[config.mk]
export PLATFORM = sky130hd
export DESIGN_NAME = hill_cipher_pair_stream_core
export DESIGN_NICKNAME = d
export VERILOG_FILES = /design/src/rtl/hcps_pkg.sv /design/src/rtl/hcps_key.sv /design/src/rtl/hcps_front.sv /design/src/rtl/hcps_queue.sv /design/src/rtl/hcps_back.sv /design/src/rtl/hill_cipher_pair_stream_core.sv
export SDC_FILE = /design/constraint.sdc
export NUM_CORES = 1
export LEC_CHECK = 0
export BUFFER_PORTS_ARGS = -buffer_cell sky130_fd_sc_hd__buf_2
export CAP_MARGIN = 10
export CELL_PAD_IN_SITES_DETAIL_PLACEMENT = 0
export CELL_PAD_IN_SITES_GLOBAL_PLACEMENT = 1
export CORE_AREA = 2 2 287 289
export CTS_CLUSTER_SIZE = 14
export DETAILED_ROUTE_END_ITERATION = 16
export DIE_AREA = 0 0 289 291
export GPL_TIMING_DRIVEN = 0
export MAX_ROUTING_LAYER = met4
export PLACE_DENSITY_LB_ADDON = 0.1
export SETUP_SLACK_MARGIN = 0.5
export SYNTH_ARGS = -nofsm -noshare
export SYNTH_HDL_FRONTEND = slang
export SYNTH_HIERARCHICAL = 1
export SYNTH_SLANG_ARGS = --single-unit
export TNS_END_PERCENT = 20
[constraint.sdc]
create_clock -name clk -period 13.44 [get_ports clk]
set_input_delay 1.344 -clock clk [delete_from_list [all_inputs] [get_ports clk]]
set_output_delay 1.344 -clock clk [all_outputs]
set_load 0.005 [all_outputs]
[src/rtl/hcps_pkg.sv]
// ----------------------------------------------------------------------------
// hcps_pkg
// Shared types, register indexes and mod 26 helpers for the pair stream core.
// ----------------------------------------------------------------------------
package hcps_pkg;

  localparam int unsigned MOD_N     = 26;
  localparam int unsigned IDX_W     = 5;
  localparam int unsigned CFG_IDX_W = 3;
  localparam int unsigned CFG_DAT_W = 5;

  localparam logic [7:0]       ASCII_A    = 8'h41;
  localparam logic [7:0]       ASCII_Z    = 8'h5A;
  localparam logic [7:0]       ASCII_LA   = 8'h61;
  localparam logic [7:0]       ASCII_LZ   = 8'h7A;
  localparam logic [IDX_W-1:0] PAD_LETTER = 5'd23;  // 'X' - 'A'

  localparam logic [CFG_IDX_W-1:0] REG_KEY00 = 3'd0;
  localparam logic [CFG_IDX_W-1:0] REG_KEY01 = 3'd1;
  localparam logic [CFG_IDX_W-1:0] REG_KEY10 = 3'd2;
  localparam logic [CFG_IDX_W-1:0] REG_KEY11 = 3'd3;
  localparam logic [CFG_IDX_W-1:0] REG_DIR   = 3'd4;

  // One unit of work handed from the front to the back
  typedef struct packed {
    logic [IDX_W-1:0] p0;
    logic [IDX_W-1:0] p1;
    logic             is_pair;   // 0: end marker only
    logic             text_end;
  } job_t;

  // Effective matrix (key or adjugate) and the scale applied afterwards
  typedef struct packed {
    logic [IDX_W-1:0] m00;
    logic [IDX_W-1:0] m01;
    logic [IDX_W-1:0] m10;
    logic [IDX_W-1:0] m11;
    logic [IDX_W-1:0] scale;
    logic             key_err;
  } key_t;

  // x mod 26 for x below 1300, by reciprocal multiply and one correction
  function automatic logic [IDX_W-1:0] mod26(input logic [10:0] x);
    logic [19:0] prod;
    logic [6:0]  q;
    logic [10:0] r;
    prod = 20'(x) * 20'd315;
    q    = prod[19:13];
    r    = x - 11'(q) * 11'(MOD_N);
    if (r >= 11'(MOD_N)) begin
      r = r - 11'(MOD_N);
    end
    return r[IDX_W-1:0];
  endfunction

  function automatic logic [IDX_W-1:0] reduce26(input logic [IDX_W-1:0] v);
    return (v >= 5'(MOD_N)) ? v - 5'(MOD_N) : v;
  endfunction

  function automatic logic [IDX_W-1:0] neg26(input logic [IDX_W-1:0] v);
    return (v == '0) ? '0 : 5'(MOD_N) - v;
  endfunction

  // Multiplicative inverse mod 26, zero where none exists
  function automatic logic [IDX_W-1:0] inv26(input logic [IDX_W-1:0] v);
    logic [IDX_W-1:0] r;
    case (v)
      5'd1:    r = 5'd1;
      5'd3:    r = 5'd9;
      5'd5:    r = 5'd21;
      5'd7:    r = 5'd15;
      5'd9:    r = 5'd3;
      5'd11:   r = 5'd19;
      5'd15:   r = 5'd7;
      5'd17:   r = 5'd23;
      5'd19:   r = 5'd11;
      5'd21:   r = 5'd5;
      5'd23:   r = 5'd17;
      5'd25:   r = 5'd25;
      default: r = 5'd0;
    endcase
    return r;
  endfunction

endpackage

[src/rtl/hcps_key.sv]
// ----------------------------------------------------------------------------
// hcps_key
// Configuration registers and the derived matrix, scale and key error flag.
// ----------------------------------------------------------------------------
module hcps_key (
  input  logic                            clk,
  input  logic                            rst_n,
  input  logic                            cfg_valid,
  output logic                            cfg_ready,
  input  logic [hcps_pkg::CFG_IDX_W-1:0]  cfg_index,
  input  logic [hcps_pkg::CFG_DAT_W-1:0]  cfg_data,
  output hcps_pkg::key_t                  key
);
  import hcps_pkg::*;

  logic [IDX_W-1:0] k00_r, k01_r, k10_r, k11_r;
  logic             dir_r;

  logic [IDX_W-1:0] a, b, c, d;
  logic [IDX_W-1:0] m00_nxt, m01_nxt, m10_nxt, m11_nxt;
  logic [9:0]       ad_nxt, bc_nxt;
  logic [9:0]       ad_r, bc_r;
  logic [IDX_W-1:0] m00_r, m01_r, m10_r, m11_r;
  logic [IDX_W-1:0] det, inv;
  logic [IDX_W-1:0] scale_r;
  logic             kerr_r;

  assign cfg_ready = 1'b1;

  always_ff @(posedge clk) begin
    if (!rst_n) begin
      k00_r <= 5'd1;
      k01_r <= 5'd0;
      k10_r <= 5'd0;
      k11_r <= 5'd1;
      dir_r <= 1'b0;
    end else if (cfg_valid) begin
      case (cfg_index)
        REG_KEY00: k00_r <= cfg_data;
        REG_KEY01: k01_r <= cfg_data;
        REG_KEY10: k10_r <= cfg_data;
        REG_KEY11: k11_r <= cfg_data;
        REG_DIR:   dir_r <= cfg_data[0];
        default: ;
      endcase
    end
  end

  // Decrypt runs the adjugate, then scales by the determinant's inverse
  always_comb begin
    a = reduce26(k00_r);
    b = reduce26(k01_r);
    c = reduce26(k10_r);
    d = reduce26(k11_r);
    ad_nxt = 10'(a) * 10'(d);
    bc_nxt = 10'(b) * 10'(c);
    if (dir_r) begin
      m00_nxt = d;
      m01_nxt = neg26(b);
      m10_nxt = neg26(c);
      m11_nxt = a;
    end else begin
      m00_nxt = a;
      m01_nxt = b;
      m10_nxt = c;
      m11_nxt = d;
    end
  end

  assign det = mod26(11'(ad_r) + 11'd650 - 11'(bc_r));
  assign inv = inv26(det);

  always_ff @(posedge clk) begin
    if (!rst_n) begin
      ad_r    <= 10'd1;
      bc_r    <= 10'd0;
      m00_r   <= 5'd1;
      m01_r   <= 5'd0;
      m10_r   <= 5'd0;
      m11_r   <= 5'd1;
      scale_r <= 5'd1;
      kerr_r  <= 1'b0;
    end else begin
      ad_r    <= ad_nxt;
      bc_r    <= bc_nxt;
      m00_r   <= m00_nxt;
      m01_r   <= m01_nxt;
      m10_r   <= m10_nxt;
      m11_r   <= m11_nxt;
      scale_r <= dir_r ? inv : 5'd1;
      kerr_r  <= dir_r && (inv == '0);
    end
  end

  assign key = '{m00: m00_r, m01: m01_r, m10: m10_r, m11: m11_r,
                 scale: scale_r, key_err: kerr_r};

endmodule

[src/rtl/hcps_front.sv]
// ----------------------------------------------------------------------------
// hcps_front
// Filters and folds characters, pairs letters and issues jobs to the queue.
// ----------------------------------------------------------------------------
module hcps_front (
  input  logic          clk,
  input  logic          rst_n,
  input  logic          in_valid,
  output logic          in_stall,
  input  logic [7:0]    in_char_code,
  input  logic          in_text_end,
  input  logic          q_full,
  output logic          push,
  output hcps_pkg::job_t push_job
);
  import hcps_pkg::*;

  logic             pending_valid_r, pending_valid_nxt;
  logic [IDX_W-1:0] pending_letter_r, pending_letter_nxt;
  logic             accept;
  logic             is_upper, is_lower, is_letter;
  logic [IDX_W-1:0] idx;

  assign in_stall = q_full;
  assign accept   = in_valid && !q_full;

  assign is_upper  = (in_char_code inside {[ASCII_A:ASCII_Z]});
  assign is_lower  = (in_char_code inside {[ASCII_LA:ASCII_LZ]});
  assign is_letter = is_upper || is_lower;
  assign idx       = is_upper ? 5'(in_char_code - ASCII_A) : 5'(in_char_code - ASCII_LA);

  always_comb begin
    pending_valid_nxt  = pending_valid_r;
    pending_letter_nxt = pending_letter_r;
    push               = 1'b0;
    push_job           = '{p0: pending_letter_r, p1: idx, is_pair: 1'b1,
                           text_end: in_text_end};
    if (accept) begin
      if (is_letter && pending_valid_r) begin
        push              = 1'b1;
        pending_valid_nxt = 1'b0;
      end else if (is_letter) begin
        if (in_text_end) begin
          push        = 1'b1;
          push_job.p0 = idx;
          push_job.p1 = PAD_LETTER;
        end else begin
          pending_valid_nxt  = 1'b1;
          pending_letter_nxt = idx;
        end
      end else if (in_text_end) begin
        push             = 1'b1;
        push_job.p1      = PAD_LETTER;
        push_job.is_pair = pending_valid_r;
      end
      if (in_text_end) begin
        pending_valid_nxt = 1'b0;
      end
    end
  end

  always_ff @(posedge clk) begin
    if (!rst_n) begin
      pending_valid_r <= 1'b0;
    end else begin
      pending_valid_r <= pending_valid_nxt;
    end
  end

  always_ff @(posedge clk) begin
    pending_letter_r <= pending_letter_nxt;
  end

endmodule

[src/rtl/hcps_queue.sv]
// ----------------------------------------------------------------------------
// hcps_queue
// Small job queue between front and back, registered storage.
// ----------------------------------------------------------------------------
module hcps_queue #(
  parameter int unsigned DEPTH = 4
) (
  input  logic           clk,
  input  logic           rst_n,
  input  logic           push,
  input  hcps_pkg::job_t push_job,
  input  logic           pop,
  output hcps_pkg::job_t head_job,
  output logic           not_empty,
  output logic           full
);
  import hcps_pkg::*;

  localparam int unsigned PTR_W = (DEPTH > 1) ? $clog2(DEPTH) : 1;
  localparam int unsigned CNT_W = $clog2(DEPTH + 1);

  job_t             mem_r [DEPTH];
  logic [PTR_W-1:0] wr_ptr_r, rd_ptr_r;
  logic [CNT_W-1:0] count_r;
  logic             do_push, do_pop;

  assign not_empty = (count_r != '0);
  assign full      = (count_r == CNT_W'(DEPTH));
  assign do_push   = push && !full;
  assign do_pop    = pop && not_empty;
  assign head_job  = mem_r[rd_ptr_r];

  function automatic logic [PTR_W-1:0] ptr_inc(input logic [PTR_W-1:0] p);
    return (p == PTR_W'(DEPTH - 1)) ? '0 : p + 1'b1;
  endfunction

  always_ff @(posedge clk) begin
    if (!rst_n) begin
      wr_ptr_r <= '0;
      rd_ptr_r <= '0;
      count_r  <= '0;
    end else begin
      if (do_push) begin
        wr_ptr_r <= ptr_inc(wr_ptr_r);
      end
      if (do_pop) begin
        rd_ptr_r <= ptr_inc(rd_ptr_r);
      end
      case ({do_push, do_pop})
        2'b10:   count_r <= count_r + 1'b1;
        2'b01:   count_r <= count_r - 1'b1;
        default: count_r <= count_r;
      endcase
    end
  end

  always_ff @(posedge clk) begin
    if (do_push) begin
      mem_r[wr_ptr_r] <= push_job;
    end
  end

endmodule

[src/rtl/hcps_back.sv]
// ----------------------------------------------------------------------------
// hcps_back
// Pair transform pipeline and the output stage that serialises two letters.
// ----------------------------------------------------------------------------
module hcps_back (
  input  logic           clk,
  input  logic           rst_n,
  input  logic           q_valid,
  input  hcps_pkg::job_t q_job,
  output logic           pop,
  input  hcps_pkg::key_t key,
  output logic           out_valid,
  input  logic           out_stall,
  output logic [7:0]     out_letter,
  output logic           out_letter_valid,
  output logic           out_last_of_item,
  output logic           out_stream_done,
  output logic           out_key_error
);
  import hcps_pkg::*;

  // stage 1: matrix products summed
  logic             s1_valid_r, s1_pair_r, s1_end_r;
  logic [10:0]      s1_sum0_r, s1_sum1_r;
  // stage 2: reduced mod 26
  logic             s2_valid_r, s2_pair_r, s2_end_r;
  logic [IDX_W-1:0] s2_r0_r, s2_r1_r;
  // stage 3: scaled by key.scale (the determinant's inverse when decrypting, else 1)
  logic             s3_valid_r, s3_pair_r, s3_end_r;
  logic [9:0]       s3_t0_r, s3_t1_r;
  // output stage
  logic             o_valid_r, o_pair_r, o_end_r, o_err_r, o_idx_r;
  logic [IDX_W-1:0] o_c0_r, o_c1_r;

  logic             done_now, adv, drop;
  logic [IDX_W-1:0] sel;

  assign out_valid = o_valid_r;
  assign done_now  = o_valid_r && !out_stall && (!o_pair_r || o_idx_r);
  assign adv       = !o_valid_r || done_now;
  assign pop       = adv && q_valid;
  // a pair under a non-invertible decrypt key vanishes unless it ends the text
  assign drop      = s3_pair_r && key.key_err && !s3_end_r;

  always_ff @(posedge clk) begin
    if (!rst_n) begin
      s1_valid_r <= 1'b0;
      s2_valid_r <= 1'b0;
      s3_valid_r <= 1'b0;
      o_valid_r  <= 1'b0;
      o_idx_r    <= 1'b0;
    end else begin
      if (adv) begin
        s1_valid_r <= q_valid;
        s2_valid_r <= s1_valid_r;
        s3_valid_r <= s2_valid_r;
        o_valid_r  <= s3_valid_r && !drop;
        o_idx_r    <= 1'b0;
      end else if (o_valid_r && !out_stall) begin
        o_idx_r <= 1'b1;
      end
    end
  end

  always_ff @(posedge clk) begin
    if (adv) begin
      s1_pair_r <= q_job.is_pair;
      s1_end_r  <= q_job.text_end;
      s1_sum0_r <= 11'(key.m00) * 11'(q_job.p0) + 11'(key.m01) * 11'(q_job.p1);
      s1_sum1_r <= 11'(key.m10) * 11'(q_job.p0) + 11'(key.m11) * 11'(q_job.p1);
      s2_pair_r <= s1_pair_r;
      s2_end_r  <= s1_end_r;
      s2_r0_r   <= mod26(s1_sum0_r);
      s2_r1_r   <= mod26(s1_sum1_r);
      s3_pair_r <= s2_pair_r;
      s3_end_r  <= s2_end_r;
      s3_t0_r   <= 10'(s2_r0_r) * 10'(key.scale);
      s3_t1_r   <= 10'(s2_r1_r) * 10'(key.scale);
      o_pair_r  <= s3_pair_r && !key.key_err;
      o_end_r   <= s3_end_r;
      o_err_r   <= key.key_err;
      o_c0_r    <= mod26(11'(s3_t0_r));
      o_c1_r    <= mod26(11'(s3_t1_r));
    end
  end

  assign sel              = o_idx_r ? o_c1_r : o_c0_r;
  assign out_letter       = o_pair_r ? ASCII_A + 8'(sel) : 8'd0;
  assign out_letter_valid = o_pair_r;
  assign out_last_of_item = !o_pair_r || o_idx_r;
  assign out_stream_done  = o_end_r && (!o_pair_r || o_idx_r);
  assign out_key_error    = !o_pair_r && o_err_r;

endmodule

[src/rtl/hill_cipher_pair_stream_core.sv]
// ----------------------------------------------------------------------------
// hill_cipher_pair_stream_core
// 2x2 Hill cipher over a character stream, letter pairs mod 26.
// ----------------------------------------------------------------------------
//  channel | direction | handshake        | payload
//  in_     | input     | valid / stall    | char_code, text_end
//  out_    | output    | valid / stall    | letter, letter_valid, last_of_item,
//          |           |                  | stream_done, key_error
//  cfg_    | input     | valid / ready    | index, data (5 registers)
//
// One character is taken per cycle while the job queue has room. A pair
// leaves over two output transfers, a marker over one; the output stage sets
// that pace. Reset loads the identity key in encrypt mode and clears the
// pending letter. A stalled output holds the pipeline; the queue absorbs
// QUEUE_DEPTH jobs before in_stall rises.
// ----------------------------------------------------------------------------
module hill_cipher_pair_stream_core #(
  parameter int unsigned QUEUE_DEPTH = 4
) (
  input  logic                           clk,
  input  logic                           rst_n,
  input  logic                           in_valid,
  output logic                           in_stall,
  input  logic [7:0]                     in_char_code,
  input  logic                           in_text_end,
  output logic                           out_valid,
  input  logic                           out_stall,
  output logic [7:0]                     out_letter,
  output logic                           out_letter_valid,
  output logic                           out_last_of_item,
  output logic                           out_stream_done,
  output logic                           out_key_error,
  input  logic                           cfg_valid,
  output logic                           cfg_ready,
  input  logic [hcps_pkg::CFG_IDX_W-1:0] cfg_index,
  input  logic [hcps_pkg::CFG_DAT_W-1:0] cfg_data
);
  import hcps_pkg::*;

  job_t push_job, head_job;
  key_t key;
  logic push, pop, q_not_empty, q_full;

  hcps_key u_key (
    .clk       (clk),
    .rst_n     (rst_n),
    .cfg_valid (cfg_valid),
    .cfg_ready (cfg_ready),
    .cfg_index (cfg_index),
    .cfg_data  (cfg_data),
    .key       (key)
  );

  hcps_front u_front (
    .clk          (clk),
    .rst_n        (rst_n),
    .in_valid     (in_valid),
    .in_stall     (in_stall),
    .in_char_code (in_char_code),
    .in_text_end  (in_text_end),
    .q_full       (q_full),
    .push         (push),
    .push_job     (push_job)
  );

  hcps_queue #(
    .DEPTH (QUEUE_DEPTH)
  ) u_queue (
    .clk       (clk),
    .rst_n     (rst_n),
    .push      (push),
    .push_job  (push_job),
    .pop       (pop),
    .head_job  (head_job),
    .not_empty (q_not_empty),
    .full      (q_full)
  );

  hcps_back u_back (
    .clk              (clk),
    .rst_n            (rst_n),
    .q_valid          (q_not_empty),
    .q_job            (head_job),
    .pop              (pop),
    .key              (key),
    .out_valid        (out_valid),
    .out_stall        (out_stall),
    .out_letter       (out_letter),
    .out_letter_valid (out_letter_valid),
    .out_last_of_item (out_last_of_item),
    .out_stream_done  (out_stream_done),
    .out_key_error    (out_key_error)
  );

endmodule
==> results of run 1 <==
-- cell type report --
class                      count  area, µm²  share of cell area
buffer                        41        201             0.00656
clock buffer                  35        724              0.0236
clock inverter                13        196             0.00640
inverter                     641       2410              0.0785
multi-input combinational   2043      20200               0.659
sequential                   206       5370               0.175
tap                         1070       1340              0.0436
timing repair buffer          38        235             0.00766
-- routing by layer --
| layer | global-route usage | up-vias | share of wire |
|---|---|---|---|
| met4 | 0.0219 | 0 | 0.014 |
| met1 | 0.191 | 9286 | 0.47 |
| met3 | 0.0136 | 55 | 0.018 |
| met2 | 0.258 | 128 | 0.49 |
| met5 | - | - | 0 |
| li1 | - | 9786 | - |
-- registers in the layout, summed over array words and instances, names as in the netlist, 10 cells and up, named ones only --
signal and count:
u_back/s1_sum0_r 11, u_back/s1_sum1_r 11, u_back/s3_t0_r 10, u_back/s3_t1_r 10, u_key/ad_r 10, u_key/bc_r 10
u_queue/mem_r 48
-- logic make-up (layout without fill, tap and decap cells) --
family,Yosys count,in the layout,share of synthesized area
mux,50,50,0.0237
compound gates,434,434,0.106
fa+ha+maj,795,795,0.425
simple gates,590,590,0.107
buf+inv,682,768,0.0926
flops,206,206,0.190
other cells,2,2,0.000266
xor+xnor,172,172,0.0545
-- worst min-delay path by stage --
| stage | depth (start not counted) | slack (ps) | from | endpoint |
|---|---|---|---|---|
| floorplan | 0 | 400 | u_back/s1_end_r | u_back/s2_end_r |
| global placement | 0 | 400 | u_back/s1_pair_r | u_back/s2_pair_r |
| detailed placement | 0 | 410 | u_back/s1_end_r | u_back/s2_end_r |
| CTS | 0 | 420 | u_back/s2_pair_r | u_back/s3_pair_r |
| global route | 0 | 420 | u_back/s2_pair_r | u_back/s3_pair_r |
| finish | 0 | 420 | u_back/s2_pair_r | u_back/s3_pair_r |
-- cells in the final DEF, fill, tap and decap left out, types with 26 or more instances in the layout --
cell,instances
ha_1,520
clkbuf_1,35
inv_1,640
fa_1,273
o21a_1,36
mux2i_1,31
a21oi_1,108
edfxtp_1,124
nand3_1,30
o21bai_1,29
and2_1,128
nand2_1,155
xnor2_1,109
buf_2,37
a21o_1,56
clkbuf_16,26
xor2_1,60
nor2b_1,52
nor2_1,119
dfxtp_1,82
o21ai_0,61
-- through the flow --
| stage | utilization | cells | instance area (µm²) | hold WS (ps) |
|---|---|---|---|---|
| 2_1_floorplan | - | 2931 | 28200 | 400 |
| 3_3_place_gp | 0.366 | 4035 | 29700 | 404 |
| 3_5_place_dp | 0.367 | 4039 | 29800 | 408 |
| 4_1_cts | 0.378 | 4087 | 30700 | 425 |
| 5_1_grt | 0.378 | 4087 | 30700 | 424 |
| 6_report | 0.378 | 4087 | 30700 | 420 |
==> summary.txt, run 1 <==
CTS
  – Longest Clk Path Bufs: 3
  – CTS tree: done
  – Htree depth: 1
  – Post-CTS resize count: 0
  – Clk_lat worst skew: 580 ps
  – Number of buffers added for setup after CTS: 0
  – Total CTS buffers: 26
  – Clock-pin slew on the worst setup and hold paths: 60 ps
  – Clock tree sinks: 206
  – Root Buffer: clkbuf_16
  – CTS Hold Bufs: 0

Place
  – Pre-CTS setup slack: 2790 ps
  – Dpl hpwl: 48.8 mm
  – Final GP Congestion: 0.816
  – Buffers on Ports: 34

Synthesis
  – Post-Syn Area: 28200 µm²
  – Synth warnings: 6
  – Leading area contributor after synthesis: ha_1
  – Top post-synthesis cells by area: ha_1 23%, fa_1 19%, edfxtp_1 13%
  – Yosys top cell area share: 0.231
  – Mapped Cells: 2931
  – Syn Nets: 3746
  – Post-synth top flop: edfxtp_1
  – Most frequent cells after synthesis: 640 x inv_1, 520 x ha_1, 273 x fa_1
  – Post-synth EDFFs: 124
  – Unique masters post-synth: 95
  – Syn_area_per_cell: 9.62 µm²
  – Count leader, synth: inv_1
  – Post-synthesis sequential area ratio: 0.190
  – Post-synthesis register bit count: 206
  – Ys async rst share: 0

Worst setup path
  – Buf+Inv Stages, Crit Path: 8
  – Kind of critical path: flop to flop
  – Arrival @ worst endpoint: 10990 ps
  – Worst Setup Start Kind: flop
  – Required @ worst endpoint: 13830 ps
  – Crit path to: u_key/scale_r[1]
  – Flop2flop setup slack: 2840 ps
  – FF-to-FF End: u_key/scale_r[1]
  – Worst path top cell family by delay: adder cells
  – Slowest stage cell on the critical path: xor2_1
  – Max incr delay on CP: 630 ps
  – Top cell by count, worst path: inv_1
  – Worst Setup SP: u_key/ad_r[1]
  – CP Max Fanout: 6
  – Critical R2R Launch: u_key/ad_r[1]
  – R2R depth: 37
  – Worst Setup End Kind: flop
  – WP depth: 37

Floorplan
  – Die Width: 289 µm
  – Die area: 84100 µm²
  – Initial core utilization: 0.347
  – Core Rows: 105
  – I/O pins: 37
  – Core area: 81200 µm²
  – Die Y: 291 µm

STA
  – Max Fclk: 94.3 MHz
  – Clock skew: 41.3 ps
  – Period utilization: 0.789
  – Final setup vio count: 0
  – Max-slew violations: 0
  – Min Tclk post-route: 10600 ps
  – Final hold viol count: 0
  – Slew margin rel.: 0.234
  – Worst slew pin tran: 1140 ps
  – Total negative setup slack: 0 ps
  – Setup ws final: 2840 ps
  – RSZ-0062 raised after global routing: no

Final layout
  – Layout cells sized above 1: 0.0481
  – Net count, final: 3812
  – Syn-to-layout area delta: 8.89%
  – Fillers: 8290
  – Antenna Cells: 0

Global route
  – Largest net degree at the start of global routing: 30
  – Global-route wire length before repair: 101 mm
  – Total track usage: 0.149
  – Grt ovf: 0
  – Initial antenna violation count: 1
  – Number of global-route vias before repair: 20700

Routing
  – Routed wire length: 58.3 mm
  – 1st-iter DRT viols: 607
  – Via count: 19300
  – Vias per Instance: 4.71
  – Avg WL per Cell: 14.3 µm
  – DRC Markers: 0
  – First-pass iteration count of the detailed router: 4
  – Detail Route Antenna Nets: 0

Hold path
  – Hold crit path type: flop to flop

Outcome
  – Outcome: finished, final reports clean

Job
  – Max Cap Violations: 0
Power of run 1 is not shown: default switching activity piles up to over one toggle a cycle in this logic, so the estimate is an artifact.
==> run 2, diff against run 1 <==
--- a/config.mk
+++ b/config.mk
@@ -5,14 +5,15 @@
 export SDC_FILE = /design/constraint.sdc
 export NUM_CORES = 1
 export LEC_CHECK = 0
+export ABC_AREA = 1
 export BUFFER_PORTS_ARGS = -buffer_cell sky130_fd_sc_hd__buf_2
 export CAP_MARGIN = 10
 export CELL_PAD_IN_SITES_DETAIL_PLACEMENT = 0
 export CELL_PAD_IN_SITES_GLOBAL_PLACEMENT = 1
-export CORE_AREA = 2 2 287 289
+export CORE_AREA = 2 2 294 296
 export CTS_CLUSTER_SIZE = 14
 export DETAILED_ROUTE_END_ITERATION = 16
-export DIE_AREA = 0 0 289 291
+export DIE_AREA = 0 0 296 298
 export GPL_TIMING_DRIVEN = 0
 export MAX_ROUTING_LAYER = met4
 export PLACE_DENSITY_LB_ADDON = 0.1
==> constraint.sdc (replaced) <==
create_clock -name clk -period 9.6 [get_ports clk]
set_input_delay 0.96 -clock clk [delete_from_list [all_inputs] [get_ports clk]]
set_output_delay 0.96 -clock clk [all_outputs]
set_load 0.005 [all_outputs]
==> run 2 against run 1 <==
- die area rose by 4.9%
- area after synthesis rose by 4.7%
- register-to-register slack worse by 2000 ps
- design area up 6.8%
- global-route usage increased by 0.85 points
- clock skew shrank 8.7 ps
- critical path type unchanged
- critical endpoint unchanged
- largest cell class unchanged
==> summary.txt, run 2 <==
Synthesis
  – Unique masters post-synth: 54
  – Ys async rst share: 0
  – Syn Nets: 4517
  – Post-Syn Area: 29500 µm²
  – Synth warnings: 6
  – Post-synth EDFFs: 124
  – Mapped Cells: 3702
  – Post-synthesis register bit count: 206
  – Most frequent cells after synthesis: 947 x inv_1, 700 x nand2_1, 520 x ha_1
  – Post-synthesis sequential area ratio: 0.182
  – Syn_area_per_cell: 7.97 µm²
  – Leading area contributor after synthesis: ha_1
  – Top post-synthesis cells by area: ha_1 22%, fa_1 19%, edfxtp_1 13%
  – Yosys top cell area share: 0.220
  – Post-synth top flop: edfxtp_1
  – Count leader, synth: inv_1

Floorplan
  – Core Rows: 107
  – Initial core utilization: 0.348
  – Die area: 88200 µm²
  – I/O pins: 37
  – Die Y: 298 µm
  – Core area: 84900 µm²
  – Die Width: 296 µm

Worst setup path
  – CP Max Fanout: 7
  – Worst Setup Start Kind: flop
  – Required @ worst endpoint: 10070 ps
  – Kind of critical path: flop to flop
  – Top cell by count, worst path: nand2_1
  – Flop2flop setup slack: 860 ps
  – Max incr delay on CP: 570 ps
  – Arrival @ worst endpoint: 9210 ps
  – Worst Setup End Kind: flop
  – Slowest stage cell on the critical path: fa_1

Place
  – Pre-CTS setup slack: -224 ps
  – Dpl hpwl: 55.1 mm
  – DP Area: 31200 µm²
  – Buffers on Ports: 34
  – Final GP Congestion: 0.766

CTS
  – Total CTS buffers: 26
  – Clk_lat worst skew: 570 ps
  – Clock-pin slew on the worst setup and hold paths: 60 ps
  – Clock tree sinks: 206
  – Root Buffer: clkbuf_16
  – CTS Hold Bufs: 0
  – CTS tree: done
  – Htree depth: 1
  – Longest Clk Path Bufs: 3

Final layout
  – Layout cells sized above 1: 0.0770
  – Max reg flops: 48
  – Reg with most FFs: u_queue/mem_r
  – Commonest non-fill, non-tap cell in the layout: inv_1
  – Fillers: 9035
  – Antenna Cells: 0
  – Most frequent cells in the layout: 937 x inv_1, 685 x nand2_1, 502 x ha_1
  – Register cell area after layout: 5370 µm²
  – Multi-input gate area: 20900 µm²
  – Net count, final: 4602
  – Syn-to-layout area delta: 11.1%
  – Final Instance Area: 32800 µm²
  – Largest registers: u_queue/mem_r (48), u_back/s1_sum0_r (11), u_back/s1_sum1_r (11)

STA
  – Max-slew violations: 0
  – Slew margin rel.: 0.223
  – Clock skew: 32.6 ps
  – Period utilization: 0.911
  – Final setup vio count: 0
  – Final hold viol count: 0
  – Min Tclk post-route: 8740 ps
  – Total negative setup slack: 0 ps
  – RSZ-0062 raised after global routing: yes
  – Min Hold Slack: 427 ps
  – Worst slew pin tran: 1160 ps
  – Setup ws final: 857 ps
  – Max Fclk: 114 MHz

Routing
  – Routed wire length: 65.7 mm
  – First-pass iteration count of the detailed router: 6
  – 1st-iter DRT viols: 770
  – Detail Route Antenna Nets: 0
  – Vias per Instance: 4.50
  – Avg WL per Cell: 13.3 µm
  – DRC Markers: 0
  – Via count: 22300

Global route
  – Global-route wire length before repair: 112 mm
  – Total track usage: 0.157
  – Number of global-route vias before repair: 22500
  – Largest net degree at the start of global routing: 60
  – Initial antenna violation count: 0
  – Grt ovf: 0

Hold path
  – Hold crit path type: flop to flop

Job
  – Max Cap Violations: 0

Outcome
  – Outcome: finished, final reports clean
run 2: cell types whose count changed after synthesis, sizes merged, moves of 29 or more:
| cell | before | now |
|---|---|---|
| o21ai | 64 | 119 |
| xnor2 | 111 | 27 |
| nand2 | 155 | 742 |
| and2 | 133 | 2 |
| nand3 | 30 | 143 |
| nor2b | 53 | 0 |
| a21o | 56 | 8 |
| nor2 | 119 | 222 |
| nand4 | 4 | 48 |
| a21oi | 108 | 188 |
| inv | 641 | 961 |
| mux2i | 31 | 2 |
run 2: layout make-up:
class / count / area share
Sequential cell: 206 / 0.164
Timing Repair Buffer: 57 / 0.0113
Multi-Input combinational cell: 2496 / 0.636
Clock buffer: 29 / 0.0205
Tap cell: 1144 / 0.0437
Clock inverter: 18 / 0.00870
Buffer: 35 / 0.00550
Inverter: 965 / 0.111
run 2: per-layer routing:
metal  GRT usage  share of wire  vias to the layer above
met4      0.0171          0.010                        0
met3      0.0113          0.019                       40
met1       0.212           0.50                    10300
li1            -              -                    11700
met2       0.267           0.48                      163
met5           -              0                        -
run 2: final timing paths:
check | start | depth (start not counted) | to
hold / removal | u_back/s2_pair_r | 0 | u_back/s3_pair_r
setup reg to reg | u_key/ad_r[1] | 48 | u_key/scale_r[1]
hold reg to reg | u_back/s2_pair_r | 0 | u_back/s3_pair_r
setup / recovery | u_key/ad_r[1] | 48 | u_key/scale_r[1]
run 2: critical path: cells and delay by family, from the launching register on:
family,cells,cell delay [ps]
fa+ha+maj,12,4440
simple gates,18,1750
compound gates,8,1290
buf+inv,8,510
flops,1,320
xor+xnor,2,320
run 2: logic make-up after synthesis:
group / synth area share
AND/OR/NAND/NOR: 0.180
XOR/XNOR: 0.0288
flip-flops: 0.182
adder cells (fa/ha/maj): 0.406
buffers and inverters: 0.129
AO/OA/AOI/OAI: 0.0739
other: 0.000254
multiplexers: 0.000678
run 2: what timing repair did:
item	4_1_cts	5_1_grt
setup endpoints to repair	6	6
pin swaps	7	53
gates resized for setup	25	76
cloned	0	0
buffers inserted	5	15
run 2: through the flow:
stage                      util  std cells
after floorplan               -       3702
after global placement    0.367       4880
after detailed placement  0.367       4883
after CTS                 0.381       4935
after global routing      0.386       4950
final                     0.386       4950
Power of run 2 is left out for the same reason.
